## config.mk

```make
export PLATFORM = sky130hd
export DESIGN_NAME = rgb_led_pulse_encoder_top
export DESIGN_NICKNAME = d
export VERILOG_FILES = /design/src/hdl/rlpe_pkg.sv /design/src/hdl/rlpe_cfg.sv /design/src/hdl/rlpe_front.sv /design/src/hdl/rlpe_queue.sv /design/src/hdl/rlpe_back.sv /design/src/hdl/rgb_led_pulse_encoder_top.sv
export VERILOG_INCLUDE_DIRS = /design/src /design/src/hdl
export SDC_FILE = /design/constraint.sdc
export NUM_CORES = 2
export LEC_CHECK = 0
export BUFFER_PORTS_ARGS = -buffer_cell sky130_fd_sc_hd__buf_4
export CAP_MARGIN = 20
export CORE_MARGIN = 5
export CORE_UTILIZATION = 30
export CTS_BUF_LIST = sky130_fd_sc_hd__clkbuf_4 sky130_fd_sc_hd__clkbuf_8
export DETAILED_ROUTE_END_ITERATION = 12
export MAX_ROUTING_LAYER = met4
export PLACE_DENSITY = 0.45
export SYNTH_ARGS = -nofsm -noshare
export SYNTH_HDL_FRONTEND = slang
export SYNTH_SLANG_ARGS = --single-unit
export TNS_END_PERCENT = 30
```

## constraint.sdc

```tcl
create_clock -name clk -period 16 [get_ports clk]
set_input_delay 1.6 -clock clk [delete_from_list [all_inputs] [get_ports clk]]
set_output_delay 1.6 -clock clk [all_outputs]
set_load 0.005 [all_outputs]
```

## src/hdl/rgb_led_pulse_encoder_top_defines.svh

```systemverilog
// Assertion helpers shared by the encoder modules.
`ifndef RGB_LED_PULSE_ENCODER_TOP_DEFINES_SVH
`define RGB_LED_PULSE_ENCODER_TOP_DEFINES_SVH

// Property that must hold at every clock edge out of reset.
`define RLPE_ASSERT(label, clk, rst_n, prop, msg) \
  label: assert property (@(posedge clk) disable iff (!rst_n) prop) else $error(msg);

// Trigger in one cycle implies the consequence in the next cycle.
`define RLPE_ASSERT_NEXT(label, clk, rst_n, trig, cons, msg) \
  label: assert property (@(posedge clk) disable iff (!rst_n) trig |=> cons) else $error(msg);

`endif

```

## src/hdl/rlpe_pkg.sv

```systemverilog
package rlpe_pkg;

  // Stream geometry.
  localparam int unsigned BITS_PER_LED    = 24;
  localparam int unsigned PAUSE_SLOTS_DEF = 50;
  localparam int unsigned SLOT_W          = 6;
  localparam int unsigned IDX_W           = 5;

  // Brightness mapping: angle = percent * 45 / 100, clamped to 45 degrees.
  localparam logic [7:0]  PERCENT_FULL = 8'd100;
  localparam logic [5:0]  ANGLE_MAX    = 6'd45;
  localparam logic [13:0] ANGLE_MUL    = 14'd45;
  // Reciprocals for the constant divisions, both followed by a 19-bit shift.
  localparam logic [12:0] DIV100_RECIP = 13'd5243;
  localparam logic [17:0] DIV3_RECIP   = 18'd174763;

  // Register indexes (byte address bit 2).
  localparam logic REG_BRIGHTNESS = 1'b0;
  localparam logic REG_PERIOD     = 1'b1;

  // Reset values of the registers and the values derived from them.
  localparam logic [7:0]  BRIGHTNESS_RST = 8'd100;
  localparam logic [16:0] PERIOD_RST     = 17'd90;
  localparam logic [16:0] FACTOR_RST     = 17'd65536;
  localparam logic [15:0] DUTY_ZERO_RST  = 16'd30;
  localparam logic [15:0] DUTY_ONE_RST   = 16'd60;

  typedef struct packed {
    logic [7:0] red;
    logic [7:0] green;
    logic [7:0] blue;
    logic       last_led;
  } in_word_t;

  typedef struct packed {
    logic [15:0]       duty;
    logic [SLOT_W-1:0] slot_count;
    logic              run_last;
  } out_word_t;

  // One classified LED: scaled GRB word plus frame end flag.
  typedef struct packed {
    logic [BITS_PER_LED-1:0] grb;
    logic                    last_led;
  } led_item_t;

  // Settings derived at register write time.
  typedef struct packed {
    logic [16:0] factor;
    logic [15:0] duty_zero;
    logic [15:0] duty_one;
  } cfg_t;

  // tan(angle degrees) in Q1.16, rounded to nearest.
  function automatic logic [16:0] tan_q16(input logic [5:0] angle);
    logic [16:0] f;
    case (angle)
      6'd0:  f = 17'd0;      6'd1:  f = 17'd1144;   6'd2:  f = 17'd2289;
      6'd3:  f = 17'd3435;   6'd4:  f = 17'd4583;   6'd5:  f = 17'd5734;
      6'd6:  f = 17'd6888;   6'd7:  f = 17'd8047;   6'd8:  f = 17'd9210;
      6'd9:  f = 17'd10380;  6'd10: f = 17'd11556;  6'd11: f = 17'd12739;
      6'd12: f = 17'd13930;  6'd13: f = 17'd15130;  6'd14: f = 17'd16340;
      6'd15: f = 17'd17560;  6'd16: f = 17'd18792;  6'd17: f = 17'd20036;
      6'd18: f = 17'd21294;  6'd19: f = 17'd22566;  6'd20: f = 17'd23853;
      6'd21: f = 17'd25157;  6'd22: f = 17'd26478;  6'd23: f = 17'd27818;
      6'd24: f = 17'd29179;  6'd25: f = 17'd30560;  6'd26: f = 17'd31964;
      6'd27: f = 17'd33392;  6'd28: f = 17'd34846;  6'd29: f = 17'd36327;
      6'd30: f = 17'd37837;  6'd31: f = 17'd39378;  6'd32: f = 17'd40951;
      6'd33: f = 17'd42560;  6'd34: f = 17'd44205;  6'd35: f = 17'd45889;
      6'd36: f = 17'd47615;  6'd37: f = 17'd49385;  6'd38: f = 17'd51202;
      6'd39: f = 17'd53070;  6'd40: f = 17'd54991;  6'd41: f = 17'd56970;
      6'd42: f = 17'd59009;  6'd43: f = 17'd61113;  6'd44: f = 17'd63287;
      6'd45: f = 17'd65536;
      default: f = 17'd0;
    endcase
    return f;
  endfunction

endpackage

```

## src/hdl/rlpe_cfg.sv

```systemverilog
module rlpe_cfg (
  input  logic                clk,
  input  logic                rst_n,
  input  logic                psel,
  input  logic                penable,
  input  logic                pwrite,
  input  logic [2:0]          paddr,
  input  logic [31:0]         pwdata,
  output logic [31:0]         prdata,
  output logic                pready,
  output rlpe_pkg::cfg_t      cfg
);

  logic [7:0]  brightness_r, brightness_nxt;
  logic [16:0] period_r, period_nxt;
  logic [16:0] factor_r, factor_nxt;
  logic [15:0] duty_zero_r, duty_zero_nxt;
  logic [15:0] duty_one_r, duty_one_nxt;

  logic        wr_en;
  logic        reg_sel;
  logic [7:0]  pct;
  logic [13:0] pct_scaled;
  logic [26:0] angle_prod;
  logic [5:0]  angle;
  logic [16:0] period_in;
  logic [35:0] zero_prod;
  logic [35:0] one_prod;
  logic [16:0] zero_q;
  logic [16:0] one_q;

  assign pready  = 1'b1;
  assign wr_en   = psel && penable && pwrite;
  assign reg_sel = paddr[2];

  // Brightness to angle: multiply by 45, divide by 100 through a reciprocal.
  assign pct        = pwdata[7:0];
  assign pct_scaled = {6'd0, pct} * rlpe_pkg::ANGLE_MUL;
  assign angle_prod = {13'd0, pct_scaled} * {14'd0, rlpe_pkg::DIV100_RECIP};
  assign angle      = (pct > rlpe_pkg::PERCENT_FULL) ? rlpe_pkg::ANGLE_MAX
                                                     : angle_prod[24:19];

  // Period thirds through a reciprocal multiply; exact over the 17-bit range.
  assign period_in = pwdata[16:0];
  assign zero_prod = {19'd0, period_in} * {18'd0, rlpe_pkg::DIV3_RECIP};
  assign one_prod  = {18'd0, period_in, 1'b0} * {18'd0, rlpe_pkg::DIV3_RECIP};
  assign zero_q    = zero_prod[35:19];
  assign one_q     = one_prod[35:19];

  // Register writes; derived values are captured with the raw value.
  always_comb begin
    brightness_nxt = brightness_r;
    period_nxt     = period_r;
    factor_nxt     = factor_r;
    duty_zero_nxt  = duty_zero_r;
    duty_one_nxt   = duty_one_r;
    if (wr_en) begin
      case (reg_sel)
        rlpe_pkg::REG_BRIGHTNESS: begin
          brightness_nxt = pct;
          factor_nxt     = rlpe_pkg::tan_q16(angle);
        end
        rlpe_pkg::REG_PERIOD: begin
          period_nxt    = period_in;
          duty_zero_nxt = zero_q[16] ? 16'hFFFF : zero_q[15:0];
          duty_one_nxt  = one_q[16] ? 16'hFFFF : one_q[15:0];
        end
        default: begin
          brightness_nxt = brightness_r;
        end
      endcase
    end
  end

  always_ff @(posedge clk) begin
    if (!rst_n) begin
      brightness_r <= rlpe_pkg::BRIGHTNESS_RST;
      period_r     <= rlpe_pkg::PERIOD_RST;
      factor_r     <= rlpe_pkg::FACTOR_RST;
      duty_zero_r  <= rlpe_pkg::DUTY_ZERO_RST;
      duty_one_r   <= rlpe_pkg::DUTY_ONE_RST;
    end else begin
      brightness_r <= brightness_nxt;
      period_r     <= period_nxt;
      factor_r     <= factor_nxt;
      duty_zero_r  <= duty_zero_nxt;
      duty_one_r   <= duty_one_nxt;
    end
  end

  // Read back.
  assign prdata = (reg_sel == rlpe_pkg::REG_BRIGHTNESS) ? {24'd0, brightness_r}
                                                        : {15'd0, period_r};

  assign cfg.factor    = factor_r;
  assign cfg.duty_zero = duty_zero_r;
  assign cfg.duty_one  = duty_one_r;

endmodule

```

## src/hdl/rlpe_front.sv

```systemverilog
module rlpe_front (
  input  logic                clk,
  input  logic                rst_n,
  input  rlpe_pkg::cfg_t      cfg,
  input  logic                in_valid,
  output logic                in_ready,
  input  rlpe_pkg::in_word_t  in_data,
  output logic                fq_valid,
  input  logic                fq_ready,
  output rlpe_pkg::led_item_t fq_item
);

  logic                valid_r, valid_nxt;
  rlpe_pkg::led_item_t item_r, item_nxt;
  logic                accept;
  logic [24:0]         red_prod;
  logic [24:0]         green_prod;
  logic [24:0]         blue_prod;

  // Scale each channel by the Q1.16 factor, truncating.
  assign red_prod   = {17'd0, in_data.red} * {8'd0, cfg.factor};
  assign green_prod = {17'd0, in_data.green} * {8'd0, cfg.factor};
  assign blue_prod  = {17'd0, in_data.blue} * {8'd0, cfg.factor};

  assign in_ready = !valid_r || fq_ready;
  assign accept   = in_valid && in_ready;

  // Holding register in front of the queue.
  always_comb begin
    valid_nxt = valid_r;
    item_nxt  = item_r;
    if (accept) begin
      valid_nxt         = 1'b1;
      item_nxt.grb      = {green_prod[23:16], red_prod[23:16], blue_prod[23:16]};
      item_nxt.last_led = in_data.last_led;
    end else if (fq_ready) begin
      valid_nxt = 1'b0;
    end
  end

  always_ff @(posedge clk) begin
    if (!rst_n) begin
      valid_r <= 1'b0;
    end else begin
      valid_r <= valid_nxt;
    end
  end

  always_ff @(posedge clk) begin
    item_r <= item_nxt;
  end

  assign fq_valid = valid_r;
  assign fq_item  = item_r;

endmodule

```

## src/hdl/rlpe_queue.sv

```systemverilog
`include "rgb_led_pulse_encoder_top_defines.svh"

module rlpe_queue (
  input  logic                clk,
  input  logic                rst_n,
  input  logic                push_valid,
  output logic                push_ready,
  input  rlpe_pkg::led_item_t push_item,
  output logic                pop_valid,
  input  logic                pop_ready,
  output rlpe_pkg::led_item_t pop_item
);

  localparam logic [1:0] DEPTH = 2'd2;

  rlpe_pkg::led_item_t entries_r [2];
  logic [1:0]          count_r, count_nxt;
  logic                wr_ptr_r, wr_ptr_nxt;
  logic                rd_ptr_r, rd_ptr_nxt;
  logic                push;
  logic                pop;

  assign push_ready = (count_r != DEPTH);
  assign pop_valid  = (count_r != 2'd0);
  assign push       = push_valid && push_ready;
  assign pop        = pop_valid && pop_ready;
  assign pop_item   = entries_r[rd_ptr_r];

  // Pointer and fill bookkeeping.
  always_comb begin
    wr_ptr_nxt = push ? !wr_ptr_r : wr_ptr_r;
    rd_ptr_nxt = pop ? !rd_ptr_r : rd_ptr_r;
    count_nxt  = count_r;
    if (push && !pop) begin
      count_nxt = count_r + 2'd1;
    end else if (pop && !push) begin
      count_nxt = count_r - 2'd1;
    end
  end

  always_ff @(posedge clk) begin
    if (!rst_n) begin
      count_r  <= 2'd0;
      wr_ptr_r <= 1'b0;
      rd_ptr_r <= 1'b0;
    end else begin
      count_r  <= count_nxt;
      wr_ptr_r <= wr_ptr_nxt;
      rd_ptr_r <= rd_ptr_nxt;
    end
  end

  // Storage.
  always_ff @(posedge clk) begin
    if (push) begin
      entries_r[wr_ptr_r] <= push_item;
    end
  end

  `RLPE_ASSERT(a_count_range, clk, rst_n, count_r <= DEPTH, "queue fill out of range")
  `RLPE_ASSERT(a_ptr_match, clk, rst_n, (count_r == 2'd0 || count_r == DEPTH) |-> wr_ptr_r == rd_ptr_r, "queue pointers disagree with fill")

endmodule

```

## src/hdl/rlpe_back.sv

```systemverilog
`include "rgb_led_pulse_encoder_top_defines.svh"

module rlpe_back #(
  parameter int unsigned PAUSE_SLOTS = rlpe_pkg::PAUSE_SLOTS_DEF
) (
  input  logic                 clk,
  input  logic                 rst_n,
  input  rlpe_pkg::cfg_t       cfg,
  input  logic                 q_valid,
  output logic                 q_ready,
  input  rlpe_pkg::led_item_t  q_item,
  output logic                 out_valid,
  input  logic                 out_ready,
  output rlpe_pkg::out_word_t  out_data
);

  localparam int unsigned SLOT_MAX = (1 << rlpe_pkg::SLOT_W) - 1;
  localparam logic [rlpe_pkg::SLOT_W-1:0] PAUSE_CNT =
    (PAUSE_SLOTS > SLOT_MAX) ? rlpe_pkg::SLOT_W'(SLOT_MAX)
                             : rlpe_pkg::SLOT_W'(PAUSE_SLOTS);
  localparam logic [rlpe_pkg::IDX_W-1:0] PAUSE_IDX =
    rlpe_pkg::IDX_W'(rlpe_pkg::BITS_PER_LED);
  localparam logic [rlpe_pkg::IDX_W-1:0] LAST_BIT_IDX =
    rlpe_pkg::IDX_W'(rlpe_pkg::BITS_PER_LED - 1);
  localparam logic [rlpe_pkg::IDX_W-1:0] IDX_STEP = rlpe_pkg::IDX_W'(1);

  logic                              cur_valid_r, cur_valid_nxt;
  logic [rlpe_pkg::BITS_PER_LED-1:0] cur_word_r, cur_word_nxt;
  logic [rlpe_pkg::IDX_W-1:0]        cur_idx_r, cur_idx_nxt;
  logic                              cur_last_r, cur_last_nxt;
  logic                              out_valid_r, out_valid_nxt;
  rlpe_pkg::out_word_t               out_data_r, out_data_nxt;
  rlpe_pkg::out_word_t               res;
  logic                              is_pause;
  logic                              final_res;
  logic                              emit;
  logic                              done;
  logic                              load;

  assign is_pause  = (cur_idx_r == PAUSE_IDX);
  assign final_res = is_pause || ((cur_idx_r == LAST_BIT_IDX) && !cur_last_r);
  assign emit      = cur_valid_r && (!out_valid_r || out_ready);
  assign done      = emit && final_res;
  assign q_ready   = !cur_valid_r || done;
  assign load      = q_ready && q_valid;

  // Result for the current slot: MSB of the shifting word, or the pause.
  always_comb begin
    if (is_pause) begin
      res.duty       = 16'd0;
      res.slot_count = PAUSE_CNT;
    end else begin
      res.duty       = cur_word_r[rlpe_pkg::BITS_PER_LED-1] ? cfg.duty_one
                                                            : cfg.duty_zero;
      res.slot_count = rlpe_pkg::SLOT_W'(1);
    end
    res.run_last = final_res;
  end

  // Bit sequencer.
  always_comb begin
    cur_valid_nxt = cur_valid_r;
    cur_word_nxt  = cur_word_r;
    cur_idx_nxt   = cur_idx_r;
    cur_last_nxt  = cur_last_r;
    if (load) begin
      cur_valid_nxt = 1'b1;
      cur_word_nxt  = q_item.grb;
      cur_idx_nxt   = '0;
      cur_last_nxt  = q_item.last_led;
    end else if (done) begin
      cur_valid_nxt = 1'b0;
    end else if (emit) begin
      cur_word_nxt = {cur_word_r[rlpe_pkg::BITS_PER_LED-2:0], 1'b0};
      cur_idx_nxt  = cur_idx_r + IDX_STEP;
    end
  end

  // Output register.
  always_comb begin
    out_valid_nxt = out_valid_r;
    out_data_nxt  = out_data_r;
    if (emit) begin
      out_valid_nxt = 1'b1;
      out_data_nxt  = res;
    end else if (out_ready) begin
      out_valid_nxt = 1'b0;
    end
  end

  always_ff @(posedge clk) begin
    if (!rst_n) begin
      cur_valid_r <= 1'b0;
      out_valid_r <= 1'b0;
    end else begin
      cur_valid_r <= cur_valid_nxt;
      out_valid_r <= out_valid_nxt;
    end
  end

  always_ff @(posedge clk) begin
    cur_word_r <= cur_word_nxt;
    cur_idx_r  <= cur_idx_nxt;
    cur_last_r <= cur_last_nxt;
    out_data_r <= out_data_nxt;
  end

  assign out_valid = out_valid_r;
  assign out_data  = out_data_r;

  `RLPE_ASSERT(a_idx_range, clk, rst_n, cur_valid_r |-> cur_idx_r <= PAUSE_IDX, "slot index past the pause")
  `RLPE_ASSERT(a_pause_only_last, clk, rst_n, (cur_valid_r && is_pause) |-> cur_last_r, "pause on an LED that does not end the frame")
  `RLPE_ASSERT_NEXT(a_final_shown, clk, rst_n, done, out_valid_r && out_data_r.run_last, "final word of an LED not presented")

endmodule

```

## src/hdl/rgb_led_pulse_encoder_top.sv

```systemverilog
// RGB LED pulse encoder.
// Input channel (in_valid/in_ready/in_data): one word per LED with red, green,
// blue and a last_led flag. Output channel (out_valid/out_ready/out_data): one
// word per bit slot with a timer compare value (duty), a slot count and
// run_last, which marks the final word caused by an input word.
// Each LED gives 24 words in GRB order, most significant bit first; an LED
// with last_led set gives a 25th word, the pause (duty 0 for PAUSE_SLOTS, capped at 63).
// Registers on the APB port: brightness_percent at 0x0, period_ticks at 0x4.
// Brightness factor and duty values are computed when the register is written.
// When the encoder is empty, an LED that is taken passes through the holding
// register, the queue, the bit sequencer and the output register. Throughput:
// one output word per cycle while the receiver is ready and LEDs are waiting;
// the bit sequencer in the back end, which emits one slot per cycle, sets this rate.
// A holding register and a two-entry queue let new LEDs be taken while the
// back end is busy or the receiver stalls; a stall simply holds the output.
// Reset empties all stages and sets brightness 100 and period 90.
module rgb_led_pulse_encoder_top #(
  parameter int unsigned PAUSE_SLOTS = rlpe_pkg::PAUSE_SLOTS_DEF
) (
  input  logic                clk,
  input  logic                rst_n,
  input  logic                in_valid,
  output logic                in_ready,
  input  rlpe_pkg::in_word_t  in_data,
  output logic                out_valid,
  input  logic                out_ready,
  output rlpe_pkg::out_word_t out_data,
  input  logic                psel,
  input  logic                penable,
  input  logic                pwrite,
  input  logic [2:0]          paddr,
  input  logic [31:0]         pwdata,
  output logic [31:0]         prdata,
  output logic                pready
);

  rlpe_pkg::cfg_t      cfg;
  logic                fq_valid;
  logic                fq_ready;
  rlpe_pkg::led_item_t fq_item;
  logic                bq_valid;
  logic                bq_ready;
  rlpe_pkg::led_item_t bq_item;

  rlpe_cfg u_cfg (
    .clk     (clk),
    .rst_n   (rst_n),
    .psel    (psel),
    .penable (penable),
    .pwrite  (pwrite),
    .paddr   (paddr),
    .pwdata  (pwdata),
    .prdata  (prdata),
    .pready  (pready),
    .cfg     (cfg)
  );

  rlpe_front u_front (
    .clk      (clk),
    .rst_n    (rst_n),
    .cfg      (cfg),
    .in_valid (in_valid),
    .in_ready (in_ready),
    .in_data  (in_data),
    .fq_valid (fq_valid),
    .fq_ready (fq_ready),
    .fq_item  (fq_item)
  );

  rlpe_queue u_queue (
    .clk        (clk),
    .rst_n      (rst_n),
    .push_valid (fq_valid),
    .push_ready (fq_ready),
    .push_item  (fq_item),
    .pop_valid  (bq_valid),
    .pop_ready  (bq_ready),
    .pop_item   (bq_item)
  );

  rlpe_back #(
    .PAUSE_SLOTS (PAUSE_SLOTS)
  ) u_back (
    .clk       (clk),
    .rst_n     (rst_n),
    .cfg       (cfg),
    .q_valid   (bq_valid),
    .q_ready   (bq_ready),
    .q_item    (bq_item),
    .out_valid (out_valid),
    .out_ready (out_ready),
    .out_data  (out_data)
  );

endmodule

```

* Yosys cells after proc, flatten, opt, wreduce, memory -nomap -nowiden
Memories as Yosys holds them, arrays and structs flattened. A register that Yosys moved wholly into a read port is not among the register bits.
Index checks and enable logic that the tools add are counted.
** Cells by class
- Add/subtract/negate cells :: 3
- Multipliers :: 7
- $lt $le $gt $ge :: 1
- Eq/ne operators :: 4
- Mux-type cells :: 20
- Bitwise gates (word level) :: 2
- Reduce and logical (&&, ||, !) cells :: 33
** Operators with widths (count)
- multiplier 8 x 17 -> 24 bit :: 3
- 2-to-1 mux 24 bit :: 3
- multiplier 17 x 18 -> 35 bit (second input constant) :: 2
- 2-to-1 mux 16 bit :: 2
- multiplier 14 x 13 -> 25 bit (second input constant) :: 1
- 2-to-1 mux 17 bit :: 1
- multiplier 8 x 6 -> 14 bit (second input constant) :: 1
- 2-to-1 mux 6 bit :: 2
- nonzero test 2 bit :: 6
- == test 5 bit (second input constant) :: 2
- logical AND 1 bit :: 10
- 2-to-1 mux 1 bit :: 10
- logical NOT 1 bit :: 9
- greater-than comparator 8 x 7 -> 1 bit (second input constant) :: 1
- AND reduction 2 bit :: 4
- adder 5 x 1 -> 5 bit (second input constant) :: 1
- logical OR 1 bit :: 4
- 2-to-1 mux 2 bit :: 2
- inequality test 2 bit (second input constant) :: 2
- adder 2 x 1 -> 2 bit (second input constant) :: 1
- inverter 1 bit :: 2
- subtractor 2 x 1 -> 2 bit (second input constant) :: 1
** Storage, ports and cells
- Flip-flop bits (word level) :: 142
- Memory bits (writable) :: 50
- ROM bits :: 1088
- Output and inout bits :: 58
- Word-level logic and storage cells :: 90
- Memories :: 2
** Memory list
- (no name shown) :: words 64, bits a word 17, rd ports 1, clocked after Yosys merged registers in 1, wr ports 0, RTL line rlpe_pkg.sv:57 : case (angle)
- u_queue.entries_r :: words 2, bits a word 25, rd ports 1, clocked after Yosys merged registers in 1, wr ports 1, RTL line rlpe_queue.sv:16 : rlpe_pkg::led_item_t entries_r [2];

* Longest topological paths before layout
- Depth after elaboration :: 9
- Depth in mapped cells :: 39

* Hierarchy
Synthesis repeated with hierarchy kept, for this count alone.
** Unflattened totals
- Cell total of the unflattened synthesis :: 3073
- Area, all modules :: 29774.8 µm²
** By module, submodules not included
- rlpe_cfg :: times used 1, cells each 1431, area an instance 12767.2 µm²
- rlpe_front :: times used 1, cells each 1381, area an instance 12618.4 µm²
- rlpe_back :: times used 1, cells each 159, area an instance 2348.5 µm²
- rlpe_queue :: times used 1, cells each 102, area an instance 2040.7 µm²

* Worst setup path before layout
OpenSTA, ideal clock, no wires.
- Path type :: in2reg
- Start :: in pwdata[2]
- End :: reg u_cfg.factor_r[14]
- Library setup time :: 0.074 ns
- Data arrival time :: 9.699 ns
- Path slack :: 6.227 ns
- Stages :: 35
- Cell sequence :: ha_1 ha_1 ha_1 xor2_1 ha_1 inv_1 fa_1 nor2b_1 o21ai_0 a21boi_0 o21a_1 o21ai_0 nand2b_1 a21o_1 xor2_1 ha_1 fa_1 fa_1 fa_1 inv_1 fa_1 inv_1 ha_1 a21oi_1 o21ai_1 a211o_1 a211o_2 o211ai_2 buf_2 ha_1 inv_1 ha_1 a21oi_1 o21ai_0 a31oi_1
** Between the ends
- Longest elaborated chain between the ends :: 3
- Elaborated cells on any way between the ends :: 4
- Classes of those cells :: mul: 2; order compare: 1; mux: 1
** Ends and longest elaborated chain
- start: declaration :: RTL line rgb_led_pulse_encoder_top.sv:32 : input logic [31:0] pwdata,
- multiplier 8 x 6 -> 14 bit :: RTL line rlpe_cfg.sv:38 : assign pct_scaled = {6'd0, pct} * rlpe_pkg::ANGLE_MUL;
- multiplier 14 x 13 -> 25 bit :: RTL line rlpe_cfg.sv:39 : assign angle_prod = {13'd0, pct_scaled} * {14'd0, rlpe_pkg::DIV100_RECIP};
- 2-to-1 mux 6 bit * :: RTL line rlpe_cfg.sv:40 : assign angle = (pct > rlpe_pkg::PERCENT_FULL) ? rlpe_pkg::ANGLE_MAX
- end: declaration :: RTL line rlpe_cfg.sv:16 : logic [16:0] factor_r, factor_nxt;
Mark *: on every way between the ends. The rest lies on a longest branch, timed or not.
A chain may end at the register's enable or synchronous reset.

* Final worst setup path
Ends and elaborated chain as after synthesis.

==> summary.md <==
| Metric | Value |
|---|---|
| Run status | completed |
| Initial antenna violation count | 2 |
| Cell variety after synth | 90 |
| Worst-path maximum fanout | 14 |
| Post-synthesis cell count | 3008 |
| CP startpoint kind | primary input |
| CP max stage delay | 0.62 ns |
| CTS clk-pin slew, worst paths | ~0.060 ns |
| Final nets | 3893 |
| Synth warnings | 0 |
| Slew at the pin closest to its max-slew limit | about 1.0 ns |
| Port Buf Inserts | 89 |
| Final hold violation count | 0 |
| Setup WS pre-CTS | 4.71 ns |
| Setup TNS | 0 ns |
| Via/cell ratio | about 4.7 |
| Max_cap viols | 0 |
| Slew margin rel. | 0.301 |
| Final Skew | 0.0430 ns |
| Drt first pass iters | 5 |
| Commonest non-fill, non-tap cell in the layout | inv_1 |
| Layout cells sized above 1 | 0.0745 |
| Critical path class | primary input to flop |
| H-tree Lvls | 2 |
| Maximum clock frequency | slightly above 90 MHz |
| Post-CTS sizing | 0 |
| Period minus WS final | 10.72 ns |
| EDFF count, synth | 119 |
| Commonest cells after routing, fill and taps aside | 499 x inv_1, 409 x fa_1, 380 x ha_1, 359 x nand2_1, 192 x and2_1 |
| TritonCTS clock tree | done |
| Average size of a mapped cell | 9.53 µm² |
| Site Rows | about 110 |
| Sink Count | between 200 and 250 |
| Worst Hold Class | flop to flop |
| Clock Tree Buf Depth | 3 |
| Core Area | 0.0949 mm² |
| WL per Instance | 16.6 µm |
| Crit path DAT | 11.21 ns |
| Die Wd | between 300 and 400 µm |
| Setup violations, final | 0 |
| WP buf/inv | 7 |
| Vias in the first global route | approximately 21000 |
| DPL Wire Length | about 54000 µm |
| Period Utilization, post-route | 0.670 |
| CP max stage cell | xor2_1 |
| CTS Hold Buffers Added | 0 |
| Postcts setup bufs | 0 |
| RSZ-0062 raised after global routing | no |
| Worst Path Required | roughly 17 ns |
| Post-Route WL | between 70000 and 80000 µm |
| Gpl congestion | 0.817 |
| Antenna viol nets, final | 0 |
| Routed via count | 20300 |
| Async set-reset flop share out of synthesis | 0 |
| Crit. End Element | flop |
| First DRT Iteration DRCs | 1028 |
| Die Ht | around 320 µm |
| P&R area growth vs syn | 9.23% |
| DRC | 0 |
| Die Area | just over 0.1 mm² |
| I/O pin cnt | 125 |
| Initial Util | 0.302 |
| Placed cell areas | ~0.03 mm² |
| Max Slew Vio Count | 0 |
| Final WS setup | 5.28 ns |
| Worst-Skew Late Latency | 0.57 ns |
| Finished Cell Area | 0.0313 mm² |
| Sequential area share after synthesis | 0.185 |
| Total gr overflow | 0 |
| Critical path's top delay family | adder cells |
| Most used DFF post-synth | edfxtp_1 |
| Total GRT Usage | 0.147 |
| Yosys reg bits | 206 |
| Cell area after synthesis | 0.0287 mm² |
| Root Driver | clkbuf_8 |
| First-pass GRT wire length | 119000 µm |
| CTS buffer count | 38 |
| Largest net degree at the start of global routing | 63 |
[cell families (layout without fill, tap and decap cells)]
kind of cell	count (synthesis)	count (layout)	synth area share
flops	206	206	0.185
simple gates	816	816	0.135
other cells	2	20	0.000262
xor+xnor	78	78	0.0241
fa+ha+maj	789	789	0.452
compound gates	419	419	0.0970
mux	51	51	0.0182
buf+inv	647	684	0.0884
[synth_stat cells, types with 15 or more instances]
cell type	number	share of area
inv_1	500	0.065
xor2_1	24	0.0073
ha_1	380	0.17
nor3_1	24	0.0042
and3_1	16	0.0035
nor2_1	123	0.016
edfxtp_1	119	0.12
o21ai_0	64	0.011
nand2_1	359	0.047
fa_1	409	0.29
dfxtp_1	87	0.061
mux2i_1	42	0.015
buf_4	24	0.0063
nand3_1	38	0.0066
clkbuf_1	106	0.014
a31oi_1	26	0.0057
nand4_1	15	0.0033
xnor2_1	53	0.016
o211ai_1	22	0.0058
a21oi_1	138	0.024
and2_1	192	0.042
a21o_1	34	0.0089
[final timing paths]
path / from / to / slack, ns / cells after the start
max reg2reg: u_cfg.factor_r[5] / u_front.fq_item[8] / 10.26 / 18
max: pwdata[2] / u_cfg.factor_r[14] / 5.28 / 35
min: u_front.fq_item[4] / u_queue.entries_r[1][4] / 0.44 / 0
min reg2reg: u_front.fq_item[4] / u_queue.entries_r[1][4] / 0.44 / 0
[state kept, by name, indices dropped and copies added, names as in the netlist, named ones only]
signal	count
u_cfg.duty_one_r	16
u_cfg.factor_r	17
u_queue.wr_ptr_r	1
u_cfg.brightness_r	8
u_front.fq_item	25
u_cfg.duty_zero_r	16
u_back.cur_last_r	1
u_front.fq_valid	1
u_back.cur_word_r	24
u_back.out_valid	1
u_back.cur_valid_r	1
u_back.cur_idx_r	5
u_queue.rd_ptr_r	1
u_back.out_data	19
u_cfg.period_r	17
u_queue.entries_r	50
u_queue.count_r	2
[per-layer routing]
layer / share of wire / wire (µm) / global-route usage
met5: 0 / 0 / -
met4: 0.012 / 869 / 0.0225
met3: 0.040 / 2850 / 0.0148
met2: 0.44 / 31700 / 0.226
met1: 0.51 / 36400 / 0.215
[per-stage QoR]
stage	hold WS (ns)	std cells	utilization
after floorplan	0.421	3024	-
after global placement	0.428	4262	0.322
after detailed placement	0.430	4262	0.322
after CTS	0.440	4326	0.330
after global routing	0.441	4328	0.330
final	0.438	4328	0.330
[cell type report]
| class | count | area, µm² |
|---|---|---|
| inverter | 503 | 1890 |
| tap | 1265 | 1580 |
| clock inverter | 9 | 55.1 |
| clock buffer | 55 | 694 |
| timing repair buffer | 117 | 878 |
| multi-input combinational | 2171 | 20900 |
| sequential | 206 | 5320 |
| antenna | 2 | 5.00 |
| fill | 9845 | 63600 |
Power is left out: the tool's default activity adds up to more than one toggle a clock period on the data nets, which glitch-free logic cannot reach.
